==> src/hw/rtl/hsfp_pkg.sv <==
// ----------------------------------------------------------------------------
// hsfp_pkg: shared types and constants of the floppy port model
// Request and result words, request kinds, register indexes and fixed codes.
// ----------------------------------------------------------------------------
package hsfp_pkg;

   localparam int DEF_SECTORS_PER_TRACK = 16;
   localparam int DEF_BYTES_PER_SECTOR  = 256;

   localparam int MEDIA_ADDR_W = 19;
   localparam int TRACK_W      = 8;
   localparam int ACT_W        = 3;
   localparam int CSR_INDEX_W  = 2;

   localparam logic [7:0]         READ_CONTROL    = 8'h80;
   localparam logic [7:0]         READ_NO_MEDIA   = 8'hFF;
   localparam logic [7:0]         INDEX_FLAG      = 8'h80;
   localparam logic [ACT_W-1:0]   ACTIVITY_START  = 3'd6;
   localparam logic [TRACK_W-1:0] TRACK_MAX_40    = 8'd39;
   localparam logic [TRACK_W-1:0] TRACK_MAX_77    = 8'd76;
   localparam int                 CTRL_STEP_BIT   = 2;
   localparam int                 CTRL_INWARD_BIT = 3;

   typedef enum logic [2:0] {
      REQ_STATUS_READ   = 3'd0,
      REQ_INDEX_READ    = 3'd1,
      REQ_CONTROL_READ  = 3'd2,
      REQ_DATA_READ     = 3'd3,
      REQ_CONTROL_WRITE = 3'd4,
      REQ_TICK          = 3'd5
   } req_kind_type;

   typedef enum logic [CSR_INDEX_W-1:0] {
      CSR_DRIVE0_MOUNTED  = 2'd0,
      CSR_DRIVE1_MOUNTED  = 2'd1,
      CSR_DRIVE0_77_TRACK = 2'd2,
      CSR_DRIVE1_77_TRACK = 2'd3
   } csr_index_type;

   typedef struct packed {
      logic [2:0]         req_type;
      logic               drive_select;
      logic               loader_mode;
      logic [3:0]         expected_sector;
      logic [3:0]         expected_id;
      logic [TRACK_W-1:0] requested_track;
      logic [TRACK_W-1:0] target_single;
      logic [TRACK_W-1:0] target_double;
      logic               double_sided;
      logic [7:0]         control_value;
      logic [7:0]         media_byte;
   } req_word_type;

   typedef struct packed {
      logic [7:0]              read_value;
      logic [MEDIA_ADDR_W-1:0] media_address;
      logic                    media_fetch;
      logic                    step_pulse;
      logic [ACT_W-1:0]        drive0_activity;
      logic [ACT_W-1:0]        drive1_activity;
   } rsp_word_type;

   // Handshake status of the input register as seen by the rest of the pipe
   typedef struct packed {
      logic valid;
      logic advance;
   } hsfp_stage_type;

endpackage

==> src/hw/rtl/hsfp_core.sv <==
// ----------------------------------------------------------------------------
// hsfp_core: drive state and request decode
// Holds the drive state and computes one result word per request.
// ----------------------------------------------------------------------------
module hsfp_core
   import hsfp_pkg::*;
#(
   parameter int SECTORS_PER_TRACK = DEF_SECTORS_PER_TRACK,
   parameter int BYTES_PER_SECTOR  = DEF_BYTES_PER_SECTOR
)(
   input  logic                   clock,
   input  logic                   reset,
   input  logic                   csr_we,
   input  logic [CSR_INDEX_W-1:0] csr_index,
   input  logic                   csr_wdata,
   input  hsfp_stage_type         stage,
   input  req_word_type           req_word,
   output rsp_word_type           rsp_word
);

   localparam int SEC_W = ($clog2(SECTORS_PER_TRACK) > 4) ? $clog2(SECTORS_PER_TRACK) : 4;
   localparam int POS_W = $clog2(BYTES_PER_SECTOR + 3);
   localparam logic [POS_W-1:0] POS_SYNC       = '0;
   localparam logic [POS_W-1:0] POS_ID         = POS_W'(1);
   localparam logic [POS_W-1:0] POS_FIRST_DATA = POS_W'(2);
   localparam logic [POS_W-1:0] POS_LAST_DATA  = POS_W'(BYTES_PER_SECTOR + 1);
   localparam logic [POS_W-1:0] POS_CHECKSUM   = POS_W'(BYTES_PER_SECTOR + 2);

   // Sector after s, wrapped by the track length; s may be a loaded value
   // above the track length, so fold it down by repeated subtraction.
   function automatic logic [SEC_W-1:0] next_sector(input logic [SEC_W-1:0] s);
      logic [SEC_W:0] v;
      v = {1'b0, s} + (SEC_W+1)'(1);
      for (int i = 0; i < 8; i++) begin
         if (v >= (SEC_W+1)'(SECTORS_PER_TRACK)) begin
            v = v - (SEC_W+1)'(SECTORS_PER_TRACK);
         end
      end
      return v[SEC_W-1:0];
   endfunction

   logic [1:0]              mounted_ff;
   logic [1:0]              geom77_ff;
   logic [POS_W-1:0]        pos_ff, pos_in;
   logic [SEC_W-1:0]        sector_ff, sector_in;
   logic [TRACK_W-1:0]      head_ff [2];
   logic [TRACK_W-1:0]      head_in [2];
   logic                    step_last_ff, step_last_in;
   logic [7:0]              sum_ff, sum_in;
   logic [MEDIA_ADDR_W-1:0] addr_ff, addr_in;
   logic                    fetch_ff, fetch_in;
   logic [ACT_W-1:0]        act_ff [2];
   logic [ACT_W-1:0]        act_in [2];

   logic                    drv;
   logic                    loader;
   logic                    sel_mounted;
   logic [TRACK_W-1:0]      sel_max;
   logic [TRACK_W-1:0]      sel_head;
   logic [3:0]              id_sector;
   logic [TRACK_W-1:0]      id_track;
   logic [TRACK_W-1:0]      id_track_clamped;
   logic [31:0]             id_addr_full;
   logic [7:0]              id_byte;
   logic [7:0]              data_byte;
   logic [TRACK_W-1:0]      target;
   logic [SEC_W-1:0]        sector_next;
   logic [7:0]              read_value;
   logic                    step_pulse;

   assign drv         = req_word.drive_select;
   assign loader      = req_word.loader_mode;
   assign sel_mounted = mounted_ff[drv];
   assign sel_max     = geom77_ff[drv] ? TRACK_MAX_77 : TRACK_MAX_40;
   assign sel_head    = head_ff[drv];
   assign sector_next = next_sector(sector_ff);

   // ID field: loader supplies sector and track, otherwise the current sector and the head position
   assign id_sector        = loader ? req_word.expected_sector : sector_ff[3:0];
   assign id_track         = loader ? req_word.requested_track : sel_head;
   assign id_track_clamped = (id_track > sel_max) ? sel_max : id_track;
   assign id_addr_full     = (32'(id_track_clamped) * 32'(SECTORS_PER_TRACK)
                              + 32'(id_sector)) * 32'(BYTES_PER_SECTOR);
   assign id_byte          = loader ? {4'b0, req_word.expected_id} : sel_head;
   assign data_byte        = fetch_ff ? req_word.media_byte : 8'h00;
   assign target           = req_word.double_sided ? req_word.target_double
                                                   : req_word.target_single;

   always_comb begin
      pos_in       = pos_ff;
      sector_in    = sector_ff;
      head_in      = head_ff;
      step_last_in = step_last_ff;
      sum_in       = sum_ff;
      addr_in      = addr_ff;
      fetch_in     = fetch_ff;
      act_in       = act_ff;
      read_value   = 8'h00;
      step_pulse   = 1'b0;

      case (req_kind_type'(req_word.req_type))
         REQ_STATUS_READ: begin
            read_value = {5'b0, sel_mounted, sel_mounted, (sel_head == '0)};
         end
         REQ_INDEX_READ: begin
            if (!sel_mounted) begin
               read_value = READ_NO_MEDIA;
            end else if (loader) begin
               sector_in  = SEC_W'(req_word.expected_sector);
               read_value = INDEX_FLAG | {4'b0, req_word.expected_sector};
            end else begin
               read_value = INDEX_FLAG | {4'b0, sector_ff[3:0]};
            end
         end
         REQ_CONTROL_READ: begin
            read_value = READ_CONTROL;
         end
         REQ_DATA_READ: begin
            if (pos_ff == POS_SYNC) begin
               pos_in   = POS_ID;
               fetch_in = 1'b0;
            end else if (pos_ff == POS_ID) begin
               if (loader) begin
                  sector_in    = SEC_W'(req_word.expected_sector);
                  head_in[drv] = req_word.requested_track;
               end
               sum_in   = 8'h00;
               fetch_in = 1'b0;
               addr_in  = '0;
               if (sel_mounted) begin
                  act_in[drv] = ACTIVITY_START;
                  addr_in     = id_addr_full[MEDIA_ADDR_W-1:0];
                  fetch_in    = 1'b1;
               end
               pos_in     = POS_FIRST_DATA;
               read_value = id_byte;
            end else if (pos_ff <= POS_LAST_DATA) begin
               if (fetch_ff) begin
                  sum_in  = sum_ff + data_byte;
                  addr_in = addr_ff + MEDIA_ADDR_W'(1);
               end
               pos_in = pos_ff + POS_W'(1);
               if (pos_ff == POS_LAST_DATA) begin
                  fetch_in = 1'b0;
                  addr_in  = '0;
               end
               read_value = data_byte;
            end else begin
               read_value = sum_ff;
               sector_in  = sector_next;
               pos_in     = POS_SYNC;
               fetch_in   = 1'b0;
               addr_in    = '0;
            end
         end
         REQ_CONTROL_WRITE: begin
            if (loader) begin
               if (req_word.control_value[CTRL_STEP_BIT] && !step_last_ff) begin
                  if (req_word.control_value[CTRL_INWARD_BIT]) begin
                     if (sel_head != '0) begin
                        head_in[drv] = sel_head - TRACK_W'(1);
                     end
                  end else if (sel_head < sel_max) begin
                     head_in[drv] = sel_head + TRACK_W'(1);
                  end
                  step_pulse = 1'b1;
               end
               step_last_in = req_word.control_value[CTRL_STEP_BIT];
            end else begin
               if (sel_head < target && sel_head < sel_max) begin
                  head_in[drv] = sel_head + TRACK_W'(1);
               end else if (sel_head > target) begin
                  head_in[drv] = sel_head - TRACK_W'(1);
               end
               step_pulse = 1'b1;
            end
         end
         REQ_TICK: begin
            sector_in = sector_next;
            pos_in    = POS_SYNC;
            fetch_in  = 1'b0;
            addr_in   = '0;
            for (int i = 0; i < 2; i++) begin
               if (act_ff[i] != '0) begin
                  act_in[i] = act_ff[i] - ACT_W'(1);
               end
            end
         end
         default: begin
         end
      endcase
   end

   always_ff @(posedge clock) begin
      if (reset) begin
         mounted_ff <= '0;
         geom77_ff  <= '0;
      end else if (csr_we) begin
         case (csr_index_type'(csr_index))
            CSR_DRIVE0_MOUNTED:  mounted_ff[0] <= csr_wdata;
            CSR_DRIVE1_MOUNTED:  mounted_ff[1] <= csr_wdata;
            CSR_DRIVE0_77_TRACK: geom77_ff[0]  <= csr_wdata;
            CSR_DRIVE1_77_TRACK: geom77_ff[1]  <= csr_wdata;
            default: begin
            end
         endcase
      end
   end

   always_ff @(posedge clock) begin
      if (reset) begin
         pos_ff       <= POS_SYNC;
         sector_ff    <= '0;
         head_ff[0]   <= '0;
         head_ff[1]   <= '0;
         step_last_ff <= 1'b0;
         sum_ff       <= '0;
         addr_ff      <= '0;
         fetch_ff     <= 1'b0;
         act_ff[0]    <= '0;
         act_ff[1]    <= '0;
      end else if (stage.advance) begin
         pos_ff       <= pos_in;
         sector_ff    <= sector_in;
         head_ff      <= head_in;
         step_last_ff <= step_last_in;
         sum_ff       <= sum_in;
         addr_ff      <= addr_in;
         fetch_ff     <= fetch_in;
         act_ff       <= act_in;
      end
   end

   assign rsp_word.read_value      = read_value;
   assign rsp_word.media_address   = fetch_in ? addr_in : '0;
   assign rsp_word.media_fetch     = fetch_in;
   assign rsp_word.step_pulse      = step_pulse;
   assign rsp_word.drive0_activity = act_in[0];
   assign rsp_word.drive1_activity = act_in[1];

   // Fetching is only live inside the media part of a sector
   a_fetch_window: assert property (@(posedge clock) disable iff (reset)
      fetch_ff |-> (pos_ff >= POS_FIRST_DATA && pos_ff <= POS_LAST_DATA))
      else $error("fetch enabled outside media bytes");

   a_pos_bound: assert property (@(posedge clock) disable iff (reset)
      pos_ff <= POS_CHECKSUM)
      else $error("stream position past checksum");

   a_activity_bound: assert property (@(posedge clock) disable iff (reset)
      act_ff[0] <= ACTIVITY_START && act_ff[1] <= ACTIVITY_START)
      else $error("activity count above start value");

   a_tick_restart: assert property (@(posedge clock) disable iff (reset)
      (stage.advance && req_word.req_type == REQ_TICK) |=> (pos_ff == POS_SYNC && !fetch_ff))
      else $error("tick did not restart the stream");

   a_idle_hold: assert property (@(posedge clock) disable iff (reset)
      !stage.valid |=> ($stable(pos_ff) && $stable(sector_ff) && $stable(sum_ff)))
      else $error("stream state moved without a request");

endmodule

==> config.mk <==
export PLATFORM = sky130hd
export DESIGN_NAME = hsfp_core
export DESIGN_NICKNAME = d
export VERILOG_FILES = /design/src/hw/rtl/hsfp_pkg.sv /design/src/hw/rtl/hsfp_core.sv
export SDC_FILE = /design/constraint.sdc
export NUM_CORES = 1
export LEC_CHECK = 0
export BUFFER_PORTS_ARGS = -buffer_cell sky130_fd_sc_hd__buf_2
export CAP_MARGIN = 0
export CORE_UTILIZATION = 36
export CTS_BUF_LIST = sky130_fd_sc_hd__clkbuf_4
export CTS_CLUSTER_SIZE = 14
export DETAILED_ROUTE_END_ITERATION = 8
export PLACE_DENSITY = 0.64
export SLEW_MARGIN = 25
export SYNTH_ARGS = -nofsm -noshare
export SYNTH_HDL_FRONTEND = slang
export SYNTH_SLANG_ARGS = --single-unit
==> constraint.sdc <==
create_clock -name clock -period 6.7 [get_ports clock]
set_input_delay 0.335 -clock clock [delete_from_list [all_inputs] [get_ports clock]]
set_output_delay 0.335 -clock clock [all_outputs]
set_load 0.05 [all_outputs]
==> results of run 1 <==
[state kept, by name (all words and copies together), names as in the netlist]
signal	cells
sum_ff	8
mounted_ff	2
pos_ff	9
addr_ff	19
geom77_ff	2
act_ff	6
sector_ff	4
step_last_ff	1
head_ff	16
fetch_ff	1
[kinds of logic (layout without fill, tap and decap cells)]
family | count (synthesis) | count (layout) | synth area share, %
and+or+nand+nor | 349 | 349 | 27.3
AOI/OAI and AO/OA | 247 | 247 | 27.2
buffers and inverters | 87 | 150 | 5.62
DFF | 68 | 68 | 21.7
muxes | 53 | 53 | 8.97
adders and majority gates | 32 | 32 | 6.50
xor gates and xnor gates | 19 | 19 | 2.65
other | 0 | 2 | 0
[metal layers]
layer | share of wire [%] | global-route usage [%] | vias to the layer above
met1 | 45 | 29.5 | 3168
met4 | 2.5 | 8.86 | 2
met3 | 7.4 | 4.20 | 40
met2 | 45 | 35.6 | 264
met5 | 0.050 | 0 | -
li1 | - | - | 3287
[stage by stage]
stage                     instances  total power [W]
final                          1140         0.000965
after global routing           1139         0.000998
after CTS                      1138         0.000969
after detailed placement       1122         0.000606
after global placement         1122         0.000604
after floorplan                 855         0.000551
[power by group through the flow]
stage                     clock network [W]  registers [W]  logic (W)
after global routing               0.000383       0.000415   0.000200
after floorplan                           0       0.000422   0.000129
after CTS                          0.000371       0.000415   0.000183
final                              0.000365       0.000415   0.000185
after detailed placement                  0       0.000424   0.000183
after global placement                    0       0.000423   0.000181
[worst max-delay path, delay by kind of cell]
kind,cells,cell delay (ps)
compound gates,4,1110
simple gates,5,1000
buf+inv,2,950
mux,1,530
fa+ha+maj,1,310
[worst min-delay path by stage]
stage	start	endpoint	slack, ps	depth (start not counted)
2_1_floorplan	head_ff[1]	head_ff[1]	430	2
3_3_place_gp	head_ff[1]	head_ff[1]	450	2
3_5_place_dp	head_ff[9]	head_ff[9]	450	2
4_1_cts	req_word[10]	step_last_ff	100	3
5_1_grt	req_word[10]	step_last_ff	130	3
6_report	req_word[10]	step_last_ff	100	3
[layout make-up]
| class | count | share of cell area, % |
|---|---|---|
| multi-input cells | 700 | 64.9 |
| flip-flops and latches | 68 | 19.3 |
| repair buffers | 97 | 7.18 |
| well taps | 220 | 3.91 |
| inverters | 37 | 1.97 |
| clock inverters | 7 | 1.64 |
| clock buffers | 9 | 0.960 |
| diodes | 2 | 0.0711 |
[cells in the final DEF (no fill, tap or decap), types with 7 or more instances in the layout]
master / netlist / routed
xnor2_1: 10 / 10
nand3b_1: 7 / 7
nand4_1: 15 / 15
ha_1: 31 / 31
buf_4: 3 / 8
nor2b_1: 9 / 9
buf_2: 6 / 89
nand3_1: 36 / 36
mux2_2: 11 / 11
inv_1: 34 / 34
o211ai_1: 8 / 8
a311oi_1: 11 / 11
nand2_1: 90 / 90
xor2_1: 9 / 9
o22ai_1: 7 / 7
a21oi_1: 70 / 70
nor4_1: 10 / 9
a211oi_1: 11 / 11
or3_1: 9 / 9
dfxtp_1: 68 / 68
o21ai_0: 50 / 50
a22oi_1: 9 / 9
nor2_1: 92 / 92
mux2i_1: 38 / 38
and3_1: 16 / 16
nor3_1: 22 / 22
a31oi_1: 13 / 13
and2_1: 13 / 13
clkbuf_4: 0 / 9
==> metrics.txt, run 1 <==
drt wl/cell 17.7 µm; area growth from synthesis to layout 12.1%; Netlist Area Pre-Place 0.00628 mm²; Slew @ Worst Pin 973 ps; FF/Latch Area 0.00136 mm²; top cell type's share of synthesized area 21.7%; critical path required time 6360 ps; number of DRC markers in iteration 0 642; residual DRC count 0; Yosys top cell by area dfxtp_1; max-slew violation count 0; hold_ws 101 ps; Seq pwr share 43.0%; VDD IR-drop max 106 µV; sw frac 31.9%; Die Y 134 µm; status complete, no violations; power share of the clock group 37.8%; endpoint class of the critical path output port; synth top area cells dfxtp_1, ha_1, mux2i_1; total grt overflow 0; number of flops mapped to enable cells by yosys 0; top_reg_cell synth dfxtp_1; cell with the most instances after synthesis nor2_1; Mean Syn Cell Area 7.34 µm²; Max Freq 219 MHz; port buffer count 89; post-synthesis net count 949; fin crit share 68.2%; post-CTS sizing 0; I/O pin count 97; FFs w/ async S/R, synth 0%; Clk Latency, worst-skew pair 490 ps; cell-internal power 0.000657 W; critical path launch point type primary input; number of buffers inserted by post-CTS setup repair 0; Comb power frac 19.2%; Crit path largest cell delay 610 ps; post-place setup slack 2260 ps; Seq/Total Area, Yosys 21.7%; Longest Clk Path Bufs 2; CTS root buffer clkbuf_4; hold buffer count at CTS 0; RR Endpoint head_ff[2]; Slew headroom 34.3%; post-layout minimum cycle time 4570 ps; Final Hold Violating Endpoints 0; CTS buffer count 9; LEAKAGE 2.79 nW; top cells by count, synth nor2_1, nand2_1, a21oi_1; Worst Skew 17.4 ps; final WL 20.1 mm; iteration count of the initial detailed-routing pass 6; initial antenna violation count 2; DP HPWL 14.9 mm; Initial Utilization 37.3%; clock-pin slew on the worst setup and hold paths 120 ps; vias per inst 5.93; Synth cell types 85; Cell Chain, Critical Path buf_2, mux2i_1, nand2_1, o21a_1, ha_1, and3_1, a311o_1, a22oi_1, nor3_2, or3_1, and3_1, a211oi_1, buf_2; RR Startpoint head_ff[3]; final core occ 41.8%; Finished Cell Area 0.00704 mm²; setup_tns 0 ps; multi-input combinational cell area 0.00457 mm²; core region area 0.0168 mm²; synthesized flop and latch total 68; GRT Util Overall 22.3%; end of the critical path rsp_word[21]; number of setup violations in the final report 0; Syn Inst Count 855; die area 0.0180 mm²; CP max FO 38; nets 1,007; CTS H-Tree Depth 3; Hold Path Class in2reg; Yosys warnings 0; WP data arrival 4230 ps; Fillers 1,811; Power Density 137 mW/mm²; Reg2Reg Setup Slack 3180 ps; Max Cap Viol 0; Slowest cell on crit path buf_2; largest net degree at the start of global routing 55; CTS tree built; via count 6,761; PnR worst setup slack 2130 ps; clock sink count 68; global placement routability congestion 0.912; vias in the first global route 6,064; Crit. Startpoint req_word[50]; layout cells sized above 1 16.7%; CP Class in2out; Final ANT Viol Nets 0; first-pass GRT wire length 31.7 mm; Die W 134 µm; Psw 0.000308 W; placed cell areas 0.00684 mm²; row count 47; RSZ-0062 raised after global routing false; path depth of the worst reg2reg path 10
Power figures use the tool's default switching activity.
==> run 2: changes to the inputs <==
--- a/config.mk
+++ b/config.mk
@@ -5,13 +5,14 @@
 export SDC_FILE = /design/constraint.sdc
 export NUM_CORES = 1
 export LEC_CHECK = 0
+export ABC_AREA = 1
 export BUFFER_PORTS_ARGS = -buffer_cell sky130_fd_sc_hd__buf_2
 export CAP_MARGIN = 0
 export CORE_UTILIZATION = 36
 export CTS_BUF_LIST = sky130_fd_sc_hd__clkbuf_4
 export CTS_CLUSTER_SIZE = 14
 export DETAILED_ROUTE_END_ITERATION = 8
-export PLACE_DENSITY = 0.64
+export PLACE_DENSITY = 0.63
 export SLEW_MARGIN = 25
 export SYNTH_ARGS = -nofsm -noshare
 export SYNTH_HDL_FRONTEND = slang
==> constraint.sdc (replaced) <==
create_clock -name clock -period 4.22 [get_ports clock]
set_input_delay 0.211 -clock clock [delete_from_list [all_inputs] [get_ports clock]]
set_output_delay 0.211 -clock clock [all_outputs]
set_load 0.05 [all_outputs]
==> metrics.txt, run 2 <==
global placement routability congestion 0.907; number of buffers inserted by post-CTS setup repair 0; Largest Register addr_ff; CTS H-Tree Depth 3; cell with the most instances after synthesis nand2_1; Initial Utilization 37.0%; top cells by count, synth nand2_1, inv_1, nor2_1; Hold Crit Depth 3; RSZ-0062 raised after global routing false; Slowest cell on crit path a21oi_2; port buffer count 89; Seq/Total Area, Yosys 19.5%; Max Freq 280 MHz; Max Cap Viol 0; path depth of the worst reg2reg path 11; synthesized flop and latch total 68; CTS tree built; clock-pin slew on the worst setup and hold paths 140 ps; Fillers 2,120; FFs w/ async S/R, synth 0%; number of setup violations in the final report 0; layout cells sized above 1 13.5%; Hold Path Class in2reg; Psw 0.000633 W; Yosys warnings 0; I/O pin count 97; vias in the first global route 7,077; sw frac 37.7%; top cell type's share of synthesized area 19.5%; critical path required time 4010 ps; initial antenna violation count 1; Worst Skew 21.2 ps; core region area 0.0188 mm²; row count 50; largest net degree at the start of global routing 42; GRT Util Overall 22.9%; CP max FO 17; critical path launch point type flop; Die W 141 µm; top_reg_cell synth dfxtp_1; FF/Latch Area 0.00136 mm²; Comb power frac 27.1%; iteration count of the initial detailed-routing pass 5; post-CTS sizing 0; Syn Inst Count 1,205; status complete, no violations; Netlist Area Pre-Place 0.00696 mm²; CTS buffer count 9; total grt overflow 0; Power Density 216 mW/mm²; hold_ws 19.5 ps; post-synthesis net count 1,299; Cell Chain, Critical Path inv_1, ha_1, inv_1, nor2_1, nand2_1, nand2_2, a21oi_2, inv_2, nor2_2, a21oi_2, inv_1, nand2_1, inv_1, buf_2; clock sink count 68; die area 0.0199 mm²; power share of the clock group 32.6%; Synth cell types 53; endpoint class of the critical path output port; VDD IR-drop max 125 µV; Slew @ Worst Pin 967 ps; Slew headroom 35.5%; WP data arrival 3360 ps; most used cell, CP inv_1; LEAKAGE 3.84 nW; DP HPWL 16.6 mm; max FFs per register 19; fin crit share 84.7%; critical path depth 14; final WL 22.4 mm; hold buffer count at CTS 0; largest registers addr_ff (19), head_ff (16), pos_ff (9); Worst Path Buf+Inv 6; Final ANT Viol Nets 0; max-slew violation count 0; number of flops mapped to enable cells by yosys 0; Longest Clk Path Bufs 2; commonest non-fill, non-tap cell in the layout nand2_1; cell-internal power 0.00104 W; Mean Syn Cell Area 5.78 µm²; vias per inst 5.15; nets 1,370; most frequent cells in the layout nand2_1, inv_1, nor2_1; CP top delay family simple AND/OR/NAND/NOR gates; Die Y 141 µm; area growth from synthesis to layout 11.6%; setup_tns 0 ps; Crit path largest cell delay 640 ps; synth top area cells dfxtp_1, nand2_1, inv_1; drt wl/cell 14.5 µm; residual DRC count 0; CP Class reg2out; post-layout minimum cycle time 3570 ps; first-pass GRT wire length 36.1 mm; power consumption 0.00168 W; Clk Latency, worst-skew pair 490 ps; Final Hold Violating Endpoints 0; Seq pwr share 40.4%; multi-input combinational cell area 0.00470 mm²; Yosys top cell by area dfxtp_1; number of DRC markers in iteration 0 567; CTS root buffer clkbuf_4; via count 7,935
==> run 2: cell count changes in the layout (fill, tap and decap cells not counted), moves of 10 or more <==
cell / change
inv_1: +131
mux2_2: -10
nor3_1: -10
nand3_1: +59
and2_1: -13
o21ai_0: +30
mux2i_1: -28
and3_1: -16
nand2_1: +266
a311oi_1: -11
a21oi_1: +26
==> run 2: logic make-up (layout without fill, tap and decap cells) <==
logic type,count (synthesis),count (layout),synth area share (%)
xor+xnor,17,17,2.14
other cells,0,1,0
simple gates,622,622,38.5
compound gates,234,234,19.4
fa+ha+maj,32,32,5.86
buf+inv,221,297,13.0
mux,11,11,1.60
flops,68,68,19.5
==> run 2: layer usage <==
layer / vias up / wire (µm) / GRT usage (%)
li1: 4046 / - / -
met1: 3599 / 10700 / 31.4
met2: 258 / 9810 / 36.3
met3: 32 / 1550 / 4.72
met4: 0 / 384 / 5.72
met5: - / 0 / 0
==> run 2: path summary, 6_finish.rpt <==
check                       to          from  slack (ps)
setup / recovery  rsp_word[15]     pos_ff[0]         650
hold / removal    geom77_ff[1]  csr_index[0]          20
setup reg to reg     sum_ff[3]     pos_ff[0]        1460
hold reg to reg   geom77_ff[1]  geom77_ff[1]         470
==> run 2: worst reg2reg max path, cell delays in order, from the launching register on <==
cell and delay [ps]:
dfxtp_1 440, inv_1 110, ha_1 230, inv_1 60
nor2_1 40, nand2_1 330, nand2_2 290, nor2_2 300
nand3_2 280, nor2_2 380, nand3b_1 140, a21oi_1 140
==> run 2: power by group through the flow <==
stage	Clock, W	Sequential, W	Combinational [W]
2_1_floorplan	0	0.000686	0.000321
3_3_place_gp	0	0.000691	0.000441
3_5_place_dp	0	0.000690	0.000445
4_1_cts	0.000557	0.000676	0.000448
5_1_grt	0.000572	0.000680	0.000505
6_report	0.000546	0.000677	0.000454
==> run 2: metrics by stage <==
| stage | cell area (µm²) | std cells | utilization, % | worst slack, ps |
|---|---|---|---|---|
| after floorplan | 6960 | 1205 | - | 1230 |
| after global placement | 7600 | 1525 | 40.4 | 1010 |
| after detailed placement | 7600 | 1525 | 40.4 | 983 |
| after CTS | 7770 | 1541 | 41.3 | 624 |
| after global routing | 7770 | 1542 | 41.3 | 318 |
| final | 7770 | 1542 | 41.3 | 646 |
==> run 2: cell type report <==
class | instances | share of cell area (%)
clock buffers | 9 | 0.869
flip-flops and latches | 68 | 17.5
inverters | 179 | 8.68
clock inverters | 7 | 1.27
diodes | 1 | 0.0322
multi-input cells | 916 | 60.5
repair buffers | 102 | 6.99
well taps | 260 | 4.19
